**config.mk**
```make
export PLATFORM = sky130hd
export DESIGN_NAME = rect_fill_pixel_writer
export DESIGN_NICKNAME = d
export VERILOG_FILES = /design/src/rtl/rfpw_pkg.sv /design/src/rtl/rfpw_csr.sv /design/src/rtl/rfpw_engine.sv /design/src/rtl/rect_fill_pixel_writer.sv
export VERILOG_INCLUDE_DIRS = /design/src /design/src/rtl
export SDC_FILE = /design/constraint.sdc
export NUM_CORES = 1
export LEC_CHECK = 0
export ABC_AREA = 0
export BUFFER_PORTS_ARGS = -buffer_cell sky130_fd_sc_hd__buf_2
export CAP_MARGIN = 20
export CORE_ASPECT_RATIO = 1.5
export CORE_MARGIN = 5
export CORE_UTILIZATION = 30
export DETAILED_ROUTE_END_ITERATION = 12
export GPL_TIMING_DRIVEN = 0
export SYNTH_ARGS = -nofsm -noshare
export SYNTH_HDL_FRONTEND = slang
export SYNTH_HIERARCHICAL = 1
export SYNTH_SLANG_ARGS = --single-unit
```
**constraint.sdc**
```tcl
create_clock -name clock -period 12.9 [get_ports clock]
set_input_delay 2.58 -clock clock [delete_from_list [all_inputs] [get_ports clock]]
set_output_delay 2.58 -clock clock [all_outputs]
set_load 0.005 [all_outputs]
```
**src/rtl/assert_macros.svh**
```systemverilog
// Assertion helpers used by the RTL top level.
`ifndef ASSERT_MACROS_SVH
`define ASSERT_MACROS_SVH

// Same-cycle implication, checked on the rising edge outside reset
`define ASSERT_IMP(lbl, clk, rst, ante, cons, msg) \
   lbl: assert property (@(posedge clk) disable iff (rst) (ante) |-> (cons)) \
      else $error(msg);

// Next-cycle implication, checked on the rising edge outside reset
`define ASSERT_NXT(lbl, clk, rst, ante, cons, msg) \
   lbl: assert property (@(posedge clk) disable iff (rst) (ante) |=> (cons)) \
      else $error(msg);

`endif

```
**src/rtl/rfpw_pkg.sv**
```systemverilog
`timescale 1ns / 1ps

package rfpw_pkg;

   // Field widths
   localparam int CMD_W       = 2;
   localparam int POS_W       = 12;
   localparam int DIM_W       = 13;
   localparam int COLOR_W     = 24;
   localparam int PITCH_W     = 16;
   localparam int BPP_W       = 6;
   localparam int FMT_W       = 3;
   localparam int OFF_W       = 28;
   localparam int DATA_W      = 32;
   localparam int BE_W        = 4;
   localparam int CLAMP_W     = 15;
   localparam int CSR_IDX_W   = 3;
   localparam int CSR_DATA_W  = 16;
   localparam int REQ_TDATA_W = 80;
   localparam int RSP_TDATA_W = 64;

   localparam int MAX_DIMENSION_DEF = 4096;

   // Command codes
   localparam logic [CMD_W-1:0] CMD_TICK  = 2'd0;
   localparam logic [CMD_W-1:0] CMD_PIXEL = 2'd1;
   localparam logic [CMD_W-1:0] CMD_FILL  = 2'd2;

   // Pixel formats
   localparam logic [FMT_W-1:0] FMT_UNKNOWN  = 3'd0;
   localparam logic [FMT_W-1:0] FMT_BGRA8888 = 3'd1;
   localparam logic [FMT_W-1:0] FMT_RGBA8888 = 3'd2;
   localparam logic [FMT_W-1:0] FMT_BGR888   = 3'd3;
   localparam logic [FMT_W-1:0] FMT_RGB888   = 3'd4;
   localparam logic [FMT_W-1:0] FMT_RGB565   = 3'd5;

   // Register indexes
   localparam logic [CSR_IDX_W-1:0] REG_SCREEN_WIDTH  = 3'd0;
   localparam logic [CSR_IDX_W-1:0] REG_SCREEN_HEIGHT = 3'd1;
   localparam logic [CSR_IDX_W-1:0] REG_LINE_PITCH    = 3'd2;
   localparam logic [CSR_IDX_W-1:0] REG_BITS_PER_PIX  = 3'd3;
   localparam logic [CSR_IDX_W-1:0] REG_PIXEL_FORMAT  = 3'd4;
   localparam logic [CSR_IDX_W-1:0] REG_OUTPUT_READY  = 3'd5;

   // Byte enables
   localparam logic [BE_W-1:0] BE_32 = 4'hF;
   localparam logic [BE_W-1:0] BE_24 = 4'h7;
   localparam logic [BE_W-1:0] BE_16 = 4'h3;

   typedef struct packed {
      logic [DIM_W-1:0]   screen_width;
      logic [DIM_W-1:0]   screen_height;
      logic [PITCH_W-1:0] line_pitch;
      logic [BPP_W-1:0]   bits_per_pixel;
      logic [FMT_W-1:0]   pixel_format;
      logic               output_ready;
   } cfg_type;

   typedef struct packed {
      logic [CMD_W-1:0]   command;
      logic [POS_W-1:0]   pos_x;
      logic [POS_W-1:0]   pos_y;
      logic [DIM_W-1:0]   rect_width;
      logic [DIM_W-1:0]   rect_height;
      logic [COLOR_W-1:0] color;
   } item_type;

   typedef struct packed {
      logic [OFF_W-1:0]  byte_offset;
      logic [DATA_W-1:0] write_data;
      logic [BE_W-1:0]   byte_enable;
      logic              last_write;
   } wr_type;

   typedef struct packed {
      logic fill_busy;
   } status_type;

   // Bytes per pixel step; unknown formats step by three
   function automatic logic [2:0] fmt_step(input logic [FMT_W-1:0] f);
      logic [2:0] s;
      case (f)
         FMT_BGRA8888, FMT_RGBA8888: s = 3'd4;
         FMT_RGB565:                 s = 3'd2;
         default:                    s = 3'd3;
      endcase
      return s;
   endfunction

   function automatic logic [BE_W-1:0] fmt_enable(input logic [FMT_W-1:0] f);
      logic [BE_W-1:0] e;
      case (f)
         FMT_BGRA8888, FMT_RGBA8888: e = BE_32;
         FMT_RGB565:                 e = BE_16;
         default:                    e = BE_24;
      endcase
      return e;
   endfunction

   // 0xRRGGBB to native pixel bytes
   function automatic logic [DATA_W-1:0] pack_color(input logic [FMT_W-1:0] f,
                                                    input logic [COLOR_W-1:0] c);
      logic [7:0]        r;
      logic [7:0]        g;
      logic [7:0]        b;
      logic [DATA_W-1:0] d;
      r = c[23:16];
      g = c[15:8];
      b = c[7:0];
      case (f)
         FMT_BGRA8888: d = {8'hFF, r, g, b};
         FMT_RGBA8888: d = {r, g, b, 8'hFF};
         FMT_BGR888:   d = {8'h00, r, g, b};
         FMT_RGB888:   d = {8'h00, b, g, r};
         FMT_RGB565:   d = {16'h0000, r[7:3], g[7:2], b[7:3]};
         default:      d = '0;
      endcase
      return d;
   endfunction

endpackage

```
**src/rtl/rfpw_csr.sv**
```systemverilog
`timescale 1ns / 1ps

module rfpw_csr (
   input  logic                             clock,
   input  logic                             reset,
   input  logic                             csr_we,
   input  logic [rfpw_pkg::CSR_IDX_W-1:0]  csr_index,
   input  logic [rfpw_pkg::CSR_DATA_W-1:0] csr_wdata,
   output rfpw_pkg::cfg_type                cfg
);

   rfpw_pkg::cfg_type cfg_ff;
   rfpw_pkg::cfg_type cfg_in;

   // Register write decode; unmapped indexes are ignored
   always_comb begin
      cfg_in = cfg_ff;
      if (csr_we) begin
         case (csr_index)
            rfpw_pkg::REG_SCREEN_WIDTH:
               cfg_in.screen_width = csr_wdata[rfpw_pkg::DIM_W-1:0];
            rfpw_pkg::REG_SCREEN_HEIGHT:
               cfg_in.screen_height = csr_wdata[rfpw_pkg::DIM_W-1:0];
            rfpw_pkg::REG_LINE_PITCH:
               cfg_in.line_pitch = csr_wdata[rfpw_pkg::PITCH_W-1:0];
            rfpw_pkg::REG_BITS_PER_PIX:
               cfg_in.bits_per_pixel = csr_wdata[rfpw_pkg::BPP_W-1:0];
            rfpw_pkg::REG_PIXEL_FORMAT:
               cfg_in.pixel_format = csr_wdata[rfpw_pkg::FMT_W-1:0];
            rfpw_pkg::REG_OUTPUT_READY:
               cfg_in.output_ready = csr_wdata[0];
            default: ;
         endcase
      end
   end

   always_ff @(posedge clock) begin
      if (reset) begin
         cfg_ff <= '0;
      end else begin
         cfg_ff <= cfg_in;
      end
   end

   assign cfg = cfg_ff;

endmodule

```
**src/rtl/rfpw_engine.sv**
```systemverilog
`timescale 1ns / 1ps

module rfpw_engine #(
   parameter int MAX_DIMENSION = rfpw_pkg::MAX_DIMENSION_DEF
) (
   input  logic                 clock,
   input  logic                 reset,
   input  rfpw_pkg::cfg_type    cfg,
   input  rfpw_pkg::item_type   item,
   input  logic                 item_valid,
   input  logic                 advance,
   output logic                 res_valid,
   output rfpw_pkg::wr_type     res,
   output rfpw_pkg::status_type status
);

   localparam int DW = rfpw_pkg::DIM_W;
   localparam int CW = rfpw_pkg::CLAMP_W;
   localparam int OW = rfpw_pkg::OFF_W;
   localparam logic [CW-1:0] MaxDim = CW'(MAX_DIMENSION);

   // Fill state
   logic                         busy_ff, busy_in;
   logic [DW-1:0]                col_ff, col_in;
   logic [DW-1:0]                row_ff, row_in;
   logic [DW-1:0]                cw_ff, cw_in;
   logic [DW-1:0]                ch_ff, ch_in;
   logic [OW-1:0]                rstart_ff, rstart_in;
   logic [rfpw_pkg::DATA_W-1:0]  packed_ff, packed_in;

   logic                         fire;
   logic [CW-1:0]                sw_raw, sh_raw, sw_eff, sh_eff;
   logic [CW-1:0]                x_ext, y_ext;
   logic                         off_screen;
   logic                         fmt_known;
   logic [2:0]                   step;
   logic [rfpw_pkg::BE_W-1:0]    enable;
   logic [3:0]                   bpc;
   logic [3:0]                   xfac;
   logic [OW-1:0]                y_prod;
   logic [15:0]                  x_prod;
   logic [OW-1:0]                pos_off;
   logic [15:0]                  col_prod;
   logic [DW:0]                  col_nx, row_nx;
   logic                         col_end, fill_last;
   logic [CW-1:0]                xw, yh;
   logic [DW-1:0]                w_clip, h_clip;

   assign fire = item_valid && advance;

   // Screen size clamped to the largest supported dimension
   always_comb begin
      sw_raw = CW'(cfg.screen_width);
      sh_raw = CW'(cfg.screen_height);
      sw_eff = (sw_raw > MaxDim) ? MaxDim : sw_raw;
      sh_eff = (sh_raw > MaxDim) ? MaxDim : sh_raw;
   end

   // Position offset: one 12x16 product plus a short x term
   always_comb begin
      x_ext      = CW'(item.pos_x);
      y_ext      = CW'(item.pos_y);
      off_screen = (x_ext >= sw_eff) || (y_ext >= sh_eff);
      fmt_known  = cfg.pixel_format inside {[rfpw_pkg::FMT_BGRA8888 : rfpw_pkg::FMT_RGB565]};
      step       = rfpw_pkg::fmt_step(cfg.pixel_format);
      enable     = rfpw_pkg::fmt_enable(cfg.pixel_format);
      bpc        = 4'((7'(cfg.bits_per_pixel) + 7'd7) >> 3);
      xfac       = (item.command == rfpw_pkg::CMD_FILL) ? bpc : {1'b0, step};
      y_prod     = OW'(item.pos_y) * OW'(cfg.line_pitch);
      x_prod     = 16'(item.pos_x) * 16'(xfac);
      pos_off    = y_prod + OW'(x_prod);
   end

   // Tick arithmetic
   always_comb begin
      col_prod  = 16'(col_ff) * 16'(step);
      col_nx    = (DW+1)'(col_ff) + 1'b1;
      row_nx    = (DW+1)'(row_ff) + 1'b1;
      col_end   = col_nx >= (DW+1)'(cw_ff);
      fill_last = col_end && (row_nx >= (DW+1)'(ch_ff));
   end

   // Rectangle clipping
   always_comb begin
      xw     = x_ext + CW'(item.rect_width);
      yh     = y_ext + CW'(item.rect_height);
      w_clip = (xw > sw_eff) ? DW'(sw_eff - x_ext) : item.rect_width;
      h_clip = (yh > sh_eff) ? DW'(sh_eff - y_ext) : item.rect_height;
   end

   // Command decode, result and next state
   always_comb begin
      res_valid = 1'b0;
      res       = '0;
      busy_in   = busy_ff;
      col_in    = col_ff;
      row_in    = row_ff;
      cw_in     = cw_ff;
      ch_in     = ch_ff;
      rstart_in = rstart_ff;
      packed_in = packed_ff;
      case (item.command)
         rfpw_pkg::CMD_TICK: begin
            if (busy_ff) begin
               res_valid       = 1'b1;
               res.byte_offset = rstart_ff + OW'(col_prod);
               res.write_data  = packed_ff;
               res.byte_enable = enable;
               res.last_write  = fill_last;
               if (fill_last) begin
                  busy_in = 1'b0;
                  col_in  = '0;
                  row_in  = '0;
               end else if (col_end) begin
                  col_in    = '0;
                  row_in    = row_nx[DW-1:0];
                  rstart_in = rstart_ff + OW'(cfg.line_pitch);
               end else begin
                  col_in = col_nx[DW-1:0];
               end
            end
         end
         rfpw_pkg::CMD_PIXEL: begin
            if (cfg.output_ready && !busy_ff && !off_screen && fmt_known) begin
               res_valid       = 1'b1;
               res.byte_offset = pos_off;
               res.write_data  = rfpw_pkg::pack_color(cfg.pixel_format, item.color);
               res.byte_enable = enable;
               res.last_write  = 1'b1;
            end
         end
         rfpw_pkg::CMD_FILL: begin
            if (cfg.output_ready && !busy_ff && !off_screen &&
                (item.rect_width != '0) && (item.rect_height != '0)) begin
               busy_in   = 1'b1;
               col_in    = '0;
               row_in    = '0;
               cw_in     = w_clip;
               ch_in     = h_clip;
               rstart_in = pos_off;
               packed_in = rfpw_pkg::pack_color(cfg.pixel_format, item.color);
            end
         end
         default: ;
      endcase
      if (!item_valid) begin
         res_valid = 1'b0;
      end
   end

   always_ff @(posedge clock) begin
      if (reset) begin
         busy_ff   <= 1'b0;
         col_ff    <= '0;
         row_ff    <= '0;
         cw_ff     <= '0;
         ch_ff     <= '0;
         rstart_ff <= '0;
         packed_ff <= '0;
      end else if (fire) begin
         busy_ff   <= busy_in;
         col_ff    <= col_in;
         row_ff    <= row_in;
         cw_ff     <= cw_in;
         ch_ff     <= ch_in;
         rstart_ff <= rstart_in;
         packed_ff <= packed_in;
      end
   end

   assign status.fill_busy = busy_ff;

endmodule

```
**src/rtl/rect_fill_pixel_writer.sv**
```systemverilog
`timescale 1ns / 1ps
// Channel   Direction  Handshake              Payload
// req       in         req_tvalid/req_tready  tuser command, tdata geometry and colour
// rsp       out        rsp_tvalid/rsp_tready  tdata pixel write, tlast end of write run
// csr       in         csr_we                 csr_index, csr_wdata
//
// One request is taken per cycle unless a stalled rsp side holds the input register;
// each waits in the input register, where decode, clipping and the 12x16 offset
// product are worked out, then its write (if any) sits in the output register.
// Reset clears the fill state, the config registers and both valid flags.
// A stalled rsp side holds the output register; the input stage then holds too,
// and req_tready stays high only while the input register is empty.
`include "assert_macros.svh"

module rect_fill_pixel_writer #(
   parameter int MAX_DIMENSION = rfpw_pkg::MAX_DIMENSION_DEF
) (
   input  logic                              clock,
   input  logic                              reset,
   // Request: tuser = command[1:0]
   input  logic                              req_tvalid,
   output logic                              req_tready,
   // tdata = pos_x[11:0], pos_y[23:12], rect_width[36:24], rect_height[49:37],
   //         color[73:50], zero pad[79:74]
   input  logic [rfpw_pkg::REQ_TDATA_W-1:0]  req_tdata,
   input  logic [rfpw_pkg::CMD_W-1:0]        req_tuser,
   // Response
   output logic                              rsp_tvalid,
   input  logic                              rsp_tready,
   // tdata = byte_offset[27:0], write_data[59:28], byte_enable[63:60]
   output logic [rfpw_pkg::RSP_TDATA_W-1:0]  rsp_tdata,
   output logic                              rsp_tlast,
   // Register writes
   input  logic                              csr_we,
   input  logic [rfpw_pkg::CSR_IDX_W-1:0]    csr_index,
   input  logic [rfpw_pkg::CSR_DATA_W-1:0]   csr_wdata
);

   rfpw_pkg::cfg_type    cfg;
   rfpw_pkg::item_type   req_item;
   rfpw_pkg::wr_type     eng_res;
   rfpw_pkg::status_type eng_status;
   logic                 eng_res_valid;

   logic                 in_valid_ff, in_valid_in;
   rfpw_pkg::item_type   in_item_ff;
   logic                 out_valid_ff, out_valid_in;
   rfpw_pkg::wr_type     out_wr_ff;
   logic                 advance;
   logic                 req_fire;

   // Request unpacking
   always_comb begin
      req_item.command     = req_tuser;
      req_item.pos_x       = req_tdata[11:0];
      req_item.pos_y       = req_tdata[23:12];
      req_item.rect_width  = req_tdata[36:24];
      req_item.rect_height = req_tdata[49:37];
      req_item.color       = req_tdata[73:50];
   end

   // Input stage moves on whenever the output register is free or draining
   assign advance    = !out_valid_ff || rsp_tready;
   assign req_tready = !in_valid_ff || advance;
   assign req_fire   = req_tvalid && req_tready;

   always_comb begin
      if (req_fire) begin
         in_valid_in = 1'b1;
      end else if (advance) begin
         in_valid_in = 1'b0;
      end else begin
         in_valid_in = in_valid_ff;
      end
      out_valid_in = advance ? (in_valid_ff && eng_res_valid) : out_valid_ff;
   end

   always_ff @(posedge clock) begin
      if (reset) begin
         in_valid_ff  <= 1'b0;
         out_valid_ff <= 1'b0;
      end else begin
         in_valid_ff  <= in_valid_in;
         out_valid_ff <= out_valid_in;
      end
   end

   // Payload registers
   always_ff @(posedge clock) begin
      if (req_fire) begin
         in_item_ff <= req_item;
      end
      if (advance && in_valid_ff && eng_res_valid) begin
         out_wr_ff <= eng_res;
      end
   end

   rfpw_csr u_csr (
      .clock     (clock),
      .reset     (reset),
      .csr_we    (csr_we),
      .csr_index (csr_index),
      .csr_wdata (csr_wdata),
      .cfg       (cfg)
   );

   rfpw_engine #(
      .MAX_DIMENSION (MAX_DIMENSION)
   ) u_engine (
      .clock      (clock),
      .reset      (reset),
      .cfg        (cfg),
      .item       (in_item_ff),
      .item_valid (in_valid_ff),
      .advance    (advance),
      .res_valid  (eng_res_valid),
      .res        (eng_res),
      .status     (eng_status)
   );

   assign rsp_tvalid = out_valid_ff;
   assign rsp_tdata  = {out_wr_ff.byte_enable, out_wr_ff.write_data, out_wr_ff.byte_offset};
   assign rsp_tlast  = out_wr_ff.last_write;

   // Checks
   `ASSERT_IMP(a_be_legal, clock, reset, out_valid_ff, (out_wr_ff.byte_enable == rfpw_pkg::BE_32) || (out_wr_ff.byte_enable == rfpw_pkg::BE_24) || (out_wr_ff.byte_enable == rfpw_pkg::BE_16), "illegal byte enable on response")
   `ASSERT_IMP(a_mid_fill_busy, clock, reset, in_valid_ff && eng_res_valid && !eng_res.last_write, eng_status.fill_busy, "non-final write outside a fill")
   `ASSERT_NXT(a_last_ends_fill, clock, reset, in_valid_ff && advance && eng_res_valid && eng_res.last_write && (in_item_ff.command == rfpw_pkg::CMD_TICK), !eng_status.fill_busy, "fill still busy after its final write")
   `ASSERT_IMP(a_ready_when_free, clock, reset, !out_valid_ff, req_tready, "request refused with output register free")

endmodule

```
Word level (Yosys, flattened, before mapping)
Index checks and enable logic that the tools add are counted.
{"block": "totals", "word_cells": 136, "in_bits": 106, "romBits": 0, "latch_bits": 0, "ramBits": 0, "n_memories": 0, "regBits": 308, "out_inout_bits": 67}
{"block": "op_classes", "n_lt_le_gt_ge": 10, "bitwise": 0, "div_mod_pow": 0, "addsub": 10, "eq_ne": 17, "mux": 35, "shifts": 0, "reduce_logical": 36, "mul": 3}
{"cell": "$pmux W32 S5", "count": 1}
{"cell": "$mux W13", "count": 11}
{"cell": "$mux W65", "count": 2}
{"cell": "$pmux W65 S2", "count": 1}
{"cell": "$mux W28", "count": 4}
{"cell": "$add A28 B16 Y28", "count": 3}
{"cell": "$pmux W28 S2", "count": 1}
{"cell": "$pmux W13 S2", "count": 2}
{"cell": "$ge A12 B15 Y1", "count": 2}
{"cell": "$gt A15 B15 Y1", "count": 2}
{"cell": "$add A12 B13 Y14", "count": 2}
{"cell": "$add A13 B1 Y14 const B", "count": 2}
{"cell": "$ge A14 B13 Y1", "count": 2}
{"cell": "$mul A12 B16 Y28", "count": 1}
{"cell": "$gt A13 B13 Y1 const B", "count": 2}
{"cell": "$reduce_bool A13 Y1", "count": 2}
{"cell": "$sub A13 B12 Y13", "count": 2}
{"cell": "$mul A12 B4 Y16", "count": 1}
{"cell": "$mul A13 B3 Y16", "count": 1}
{"cell": "$eq A3 B2 Y1 const B", "count": 4}
{"cell": "$eq A3 B3 Y1 const B", "count": 4}
{"cell": "$reduce_and A2 Y1", "count": 6}
{"cell": "$logic_and A1 B1 Y1", "count": 11}
{"cell": "$mux W1", "count": 8}
{"cell": "other kinds (23)", "count": 34}

Depth between registers and ports, before layout
{"block": "logic_depth", "word_depth": 11, "ltp_mapped": 28, "depth_no_buf": 27}

Modules after synthesis
Netlist, hierarchy kept.
{"module": "rfpw_engine", "area_each_um2": 20662.3, "cells_per_inst": 2643, "seq_area_each_um2": 2262.2, "instances": 1}
{"module": "rect_fill_pixel_writer", "area_each_um2": 4317.9, "cells_per_inst": 151, "seq_area_each_um2": 4274.1, "instances": 1}
{"module": "rfpw_csr", "area_each_um2": 2120.8, "cells_per_inst": 192, "seq_area_each_um2": 1041.0, "instances": 1}

Least setup slack after synthesis
No wires, ideal clock.
{"block": "synth_path", "kind": "flip-flop to flip-flop", "start": "register u_csr.cfg_ff (netlist bit u_csr/cfg[1])", "end": "register out_wr_ff (netlist bit rsp_tdata[24]), data pin", "t_arrival_ps": 6439, "n_path_buf": 3, "setup_slack_ps": 6189, "path_stages_with_launch": 28, "cell_sequence": "dfxtp_1 > clkbuf_1 > nand2b_1 > clkbuf_1 > inv_1 > nor2_1 > a21oi_1 > clkbuf_1 > nand2b_1 > fa_1 > inv_1 > fa_1 > inv_1 > fa_1 > fa_1 > fa_1 > inv_1 > fa_1 > ha_1 > o21ai_0 > a21oi_1 > nor3b_1 > and3_1 > a211o_1 > a41o_1 > a21oi_1 > xor2_1 > o22ai_1"}
{"element": "start: declaration", "line": "rfpw_csr.sv:12", "rtl": "rfpw_pkg::cfg_type cfg_ff;"}
{"element": "start signal: assignment", "line": "rfpw_csr.sv:41", "rtl": "cfg_ff <= cfg_in;"}
{"element": "end signal: assignment", "line": "rect_fill_pixel_writer.sv:94", "rtl": "out_wr_ff <= eng_res;"}
{"element": "end: declaration", "line": "rect_fill_pixel_writer.sv:48", "rtl": "rfpw_pkg::wr_type out_wr_ff;"}

==> flow_summary.json <==
{
  "dr.pass1.iters": 6,
  "cts_tree": "yes",
  "worst_hold_path_type": "reg -> reg",
  "met3WireLength_um": 4600,
  "wl_per_cell_um": 21.0,
  "io_pins": 173,
  "power_density_nw_per_um2": 88.3,
  "avgSynthCellArea_um2": 9.08,
  "fillers": 9244,
  "ff2ff_path_depth": 22,
  "period_share": 0.633,
  "multi_input_area_um2": 17500,
  "postCtsResizedCells": 0,
  "wl_met1_um": 33100,
  "die_height_um": 378,
  "overflow": 0,
  "cp-startpoint": "in_item_ff[74]$_DFFE_PP_",
  "cts_root_buf": "clkbuf_16",
  "drive_above_1_share": 0.0894,
  "vias": 22300,
  "cts.sinks": 308,
  "dp_hpwl_um": 76100,
  "fin_cells": 4386,
  "cp.required_ps": 13190,
  "whs_endpoint": "u_engine/packed_ff[24]$_SDFFE_PP0P_",
  "grt_max_degree": 50,
  "cts_setup_buffers": 0,
  "final_nets": 3753,
  "dp_cells": 4320,
  "synthTopCellsByArea": "fa_1, edfxtp_1, dfxtp_1",
  "core_um2": 90000,
  "hp-start": "u_engine/packed_ff[24]$_SDFFE_PP0P_",
  "grt_pass1_wl_um": 137000,
  "synth_warnings": 6,
  "synthDistinctLibCells": 84,
  "worst_slew_pin_slew_ps": 1230,
  "rsz0062_at_grt": "no",
  "die-area_um2": 96600,
  "synth_seq_cells": 308,
  "syn_inst": 2986,
  "ctsHtreeMaxLevel": 2,
  "max_cap_violations": 0,
  "period_needed_ps": 8170,
  "synth_ff_type": "dfxtp_1",
  "gp_congestion": 0.966,
  "clk_pin_slew_ps": 70,
  "cp_max_fo": 10,
  "crit_type": "reg -> reg",
  "cts_buffer_depth": 3,
  "yosys.area.top_type": "fa_1",
  "synth_edf_count": 141,
  "synth-seq-area-share": 0.280,
  "p_leak_nw": 13.7,
  "hold_slack_ps": 458,
  "outcome": "completed",
  "postLayoutCoreUtil": 0.341,
  "grt_pass1_vias": 22500,
  "ir_worst_vdd_mv": 0.0813,
  "row_count": 135,
  "finalSetupViolations": 0,
  "drt-initial-drc-count": 1437,
  "crit_arrival_ps": 8460,
  "yosysTopAreaCellShare": 0.160,
  "grtUsageTotal": 0.184,
  "wl_met2_um": 46000,
  "port_buffers": 166,
  "drcViolationCount": 0,
  "setup-tns-final_ps": 0,
  "antenna_found_initial": 10,
  "wirelength_um": 92100,
  "top_layer_used": "met5",
  "regArea_um2": 7580,
  "maxSlewViolCount": 0,
  "final-hold-violation-count": 0,
  "cts_made_buffers": 35,
  "clock_latency_ps": 580,
  "min_delay_path_depth": 2,
  "ant_nets": 0,
  "slew_headroom": 0.171,
  "routed_via_density": 5.09,
  "syn-num-nets": 3546,
  "fmax_mhz": 122,
  "synthToLayoutAreaGrowth_pct": 13.3,
  "worst_r2r_endpoint": "rsp_tdata[27]$_DFFE_PP_",
  "worst_clock_skew_ps": 41.0,
  "hold_buffers": 0,
  "initial_core_util": 0.301,
  "die_w_um": 255,
  "start_kind": "flop",
  "ff2ff_setup_slack_ps": 4730,
  "regToRegStartpoint": "in_item_ff[74]$_DFFE_PP_",
  "netlist_area_um2": 27100,
  "synthArstFlopShare": 0,
  "cp-end-kind": "flop"
}
==> cells in the final DEF (no fill, tap or decap), types with 13 or more instances in the layout <==
| master | instances |
|---|---|
| and3_1 | 18 |
| mux2i_1 | 91 |
| ha_1 | 238 |
| a21o_1 | 44 |
| and2_1 | 100 |
| nand3_1 | 40 |
| xnor2_1 | 76 |
| o21a_1 | 21 |
| o22ai_1 | 25 |
| xor2_1 | 43 |
| inv_1 | 377 |
| nand2b_1 | 95 |
| a22oi_1 | 16 |
| fa_1 | 216 |
| a22o_1 | 21 |
| a21oi_1 | 154 |
| clkbuf_1 | 114 |
| nor2b_1 | 32 |
| clkbuf_16 | 39 |
| a211oi_1 | 62 |
| nor3_1 | 58 |
| nand2_1 | 316 |
| nand4_1 | 17 |
| dfxtp_1 | 167 |
| o21bai_1 | 13 |
| nor2_1 | 203 |
| edfxtp_1 | 141 |
| o21ai_0 | 94 |
| buf_2 | 188 |
==> synth_stat cells (all sizes together), types with 76 or more instances <==
library cell,instances
mux2i,91
ha,238
clkbuf,109
nand2b,96
nand2,316
xnor2,76
fa,216
dfxtp,167
and2,101
inv,377
o21ai,97
a21oi,154
nor2,203
edfxtp,141
==> registers in the layout, summed over array words and instances (netlist names) <==
signal,count
in_item_ff,76
u_engine/cw_ff,13
u_engine/rstart_ff,28
u_csr/cfg,52
u_engine/row_ff,13
rsp_tdata,64
u_engine/col_ff,13
in_valid_ff,1
u_engine/status,1
rsp_tvalid,1
u_engine/ch_ff,13
u_engine/packed_ff,32
rsp_tlast,1
==> per-stage QoR <==
stage               total power, mW  area (um^2)  setup slack [ps]
floorplan                      1.45        27100              6190
global placement               1.64        29400              4080
detailed placement             1.65        29500              4830
CTS                            2.73        30700              4780
global route                   2.83        30700              4380
finish                         2.71        30700              4730
==> layout make-up <==
cell class,count,share of cell area
sequential,308,0.247
tap,1164,0.0474
clock buffer,46,0.0333
multi-input combinational,2155,0.570
clock inverter,18,0.00632
buffer,146,0.0203
antenna,2,0.000163
timing repair buffer,170,0.0296
inverter,377,0.0461
==> metal layers <==
layer  vias to the layer above  track usage
li1                      10500            -
met1                     10800        0.192
met2                       716        0.333
met3                       258       0.0277
met4                        10        0.142
met5                         -            0
==> power breakdown <==
group | internal [mW] | leakage (nW) | switching (mW)
clock | 0.626 | 0.593 | 0.454
combinational | 0.218 | 10.3 | 0.349
sequential | 1.04 | 2.84 | 0.0290
total | 1.88 | 13.7 | 0.831
==> logic make-up after synthesis <==
logic type	synth area share
simple gates	0.168
compound gates	0.135
buf+inv	0.0753
fa+ha+maj	0.269
flops	0.280
xor+xnor	0.0385
mux	0.0340
==> worst max-delay path by stage <==
stage                                    endpoint
after floorplan           rsp_tdata[24]$_DFFE_PP_
after global placement     rsp_tdata[0]$_DFFE_PP_
after detailed placement  rsp_tdata[27]$_DFFE_PP_
after CTS                 rsp_tdata[24]$_DFFE_PP_
after global routing      rsp_tdata[27]$_DFFE_PP_
final                     rsp_tdata[27]$_DFFE_PP_
==> critical path, stage by stage, from the launching register on <==
cell       delay, ps
edfxtp_1         490
nand2b_1         460
clkbuf_1         640
o21ai_0          300
clkbuf_1         260
and2_1           220
fa_1             530
inv_1             60
fa_1             450
fa_1             570
fa_1             470
fa_1             510
inv_1             50
fa_1             430
ha_1             360
and2_1           160
o2111ai_1        100
a31oi_1          220
o2111ai_1        220
a311oi_2         470
a2111oi_0        210
or3_1            430
a32o_1           290
(Power assumes the default switching activity.)
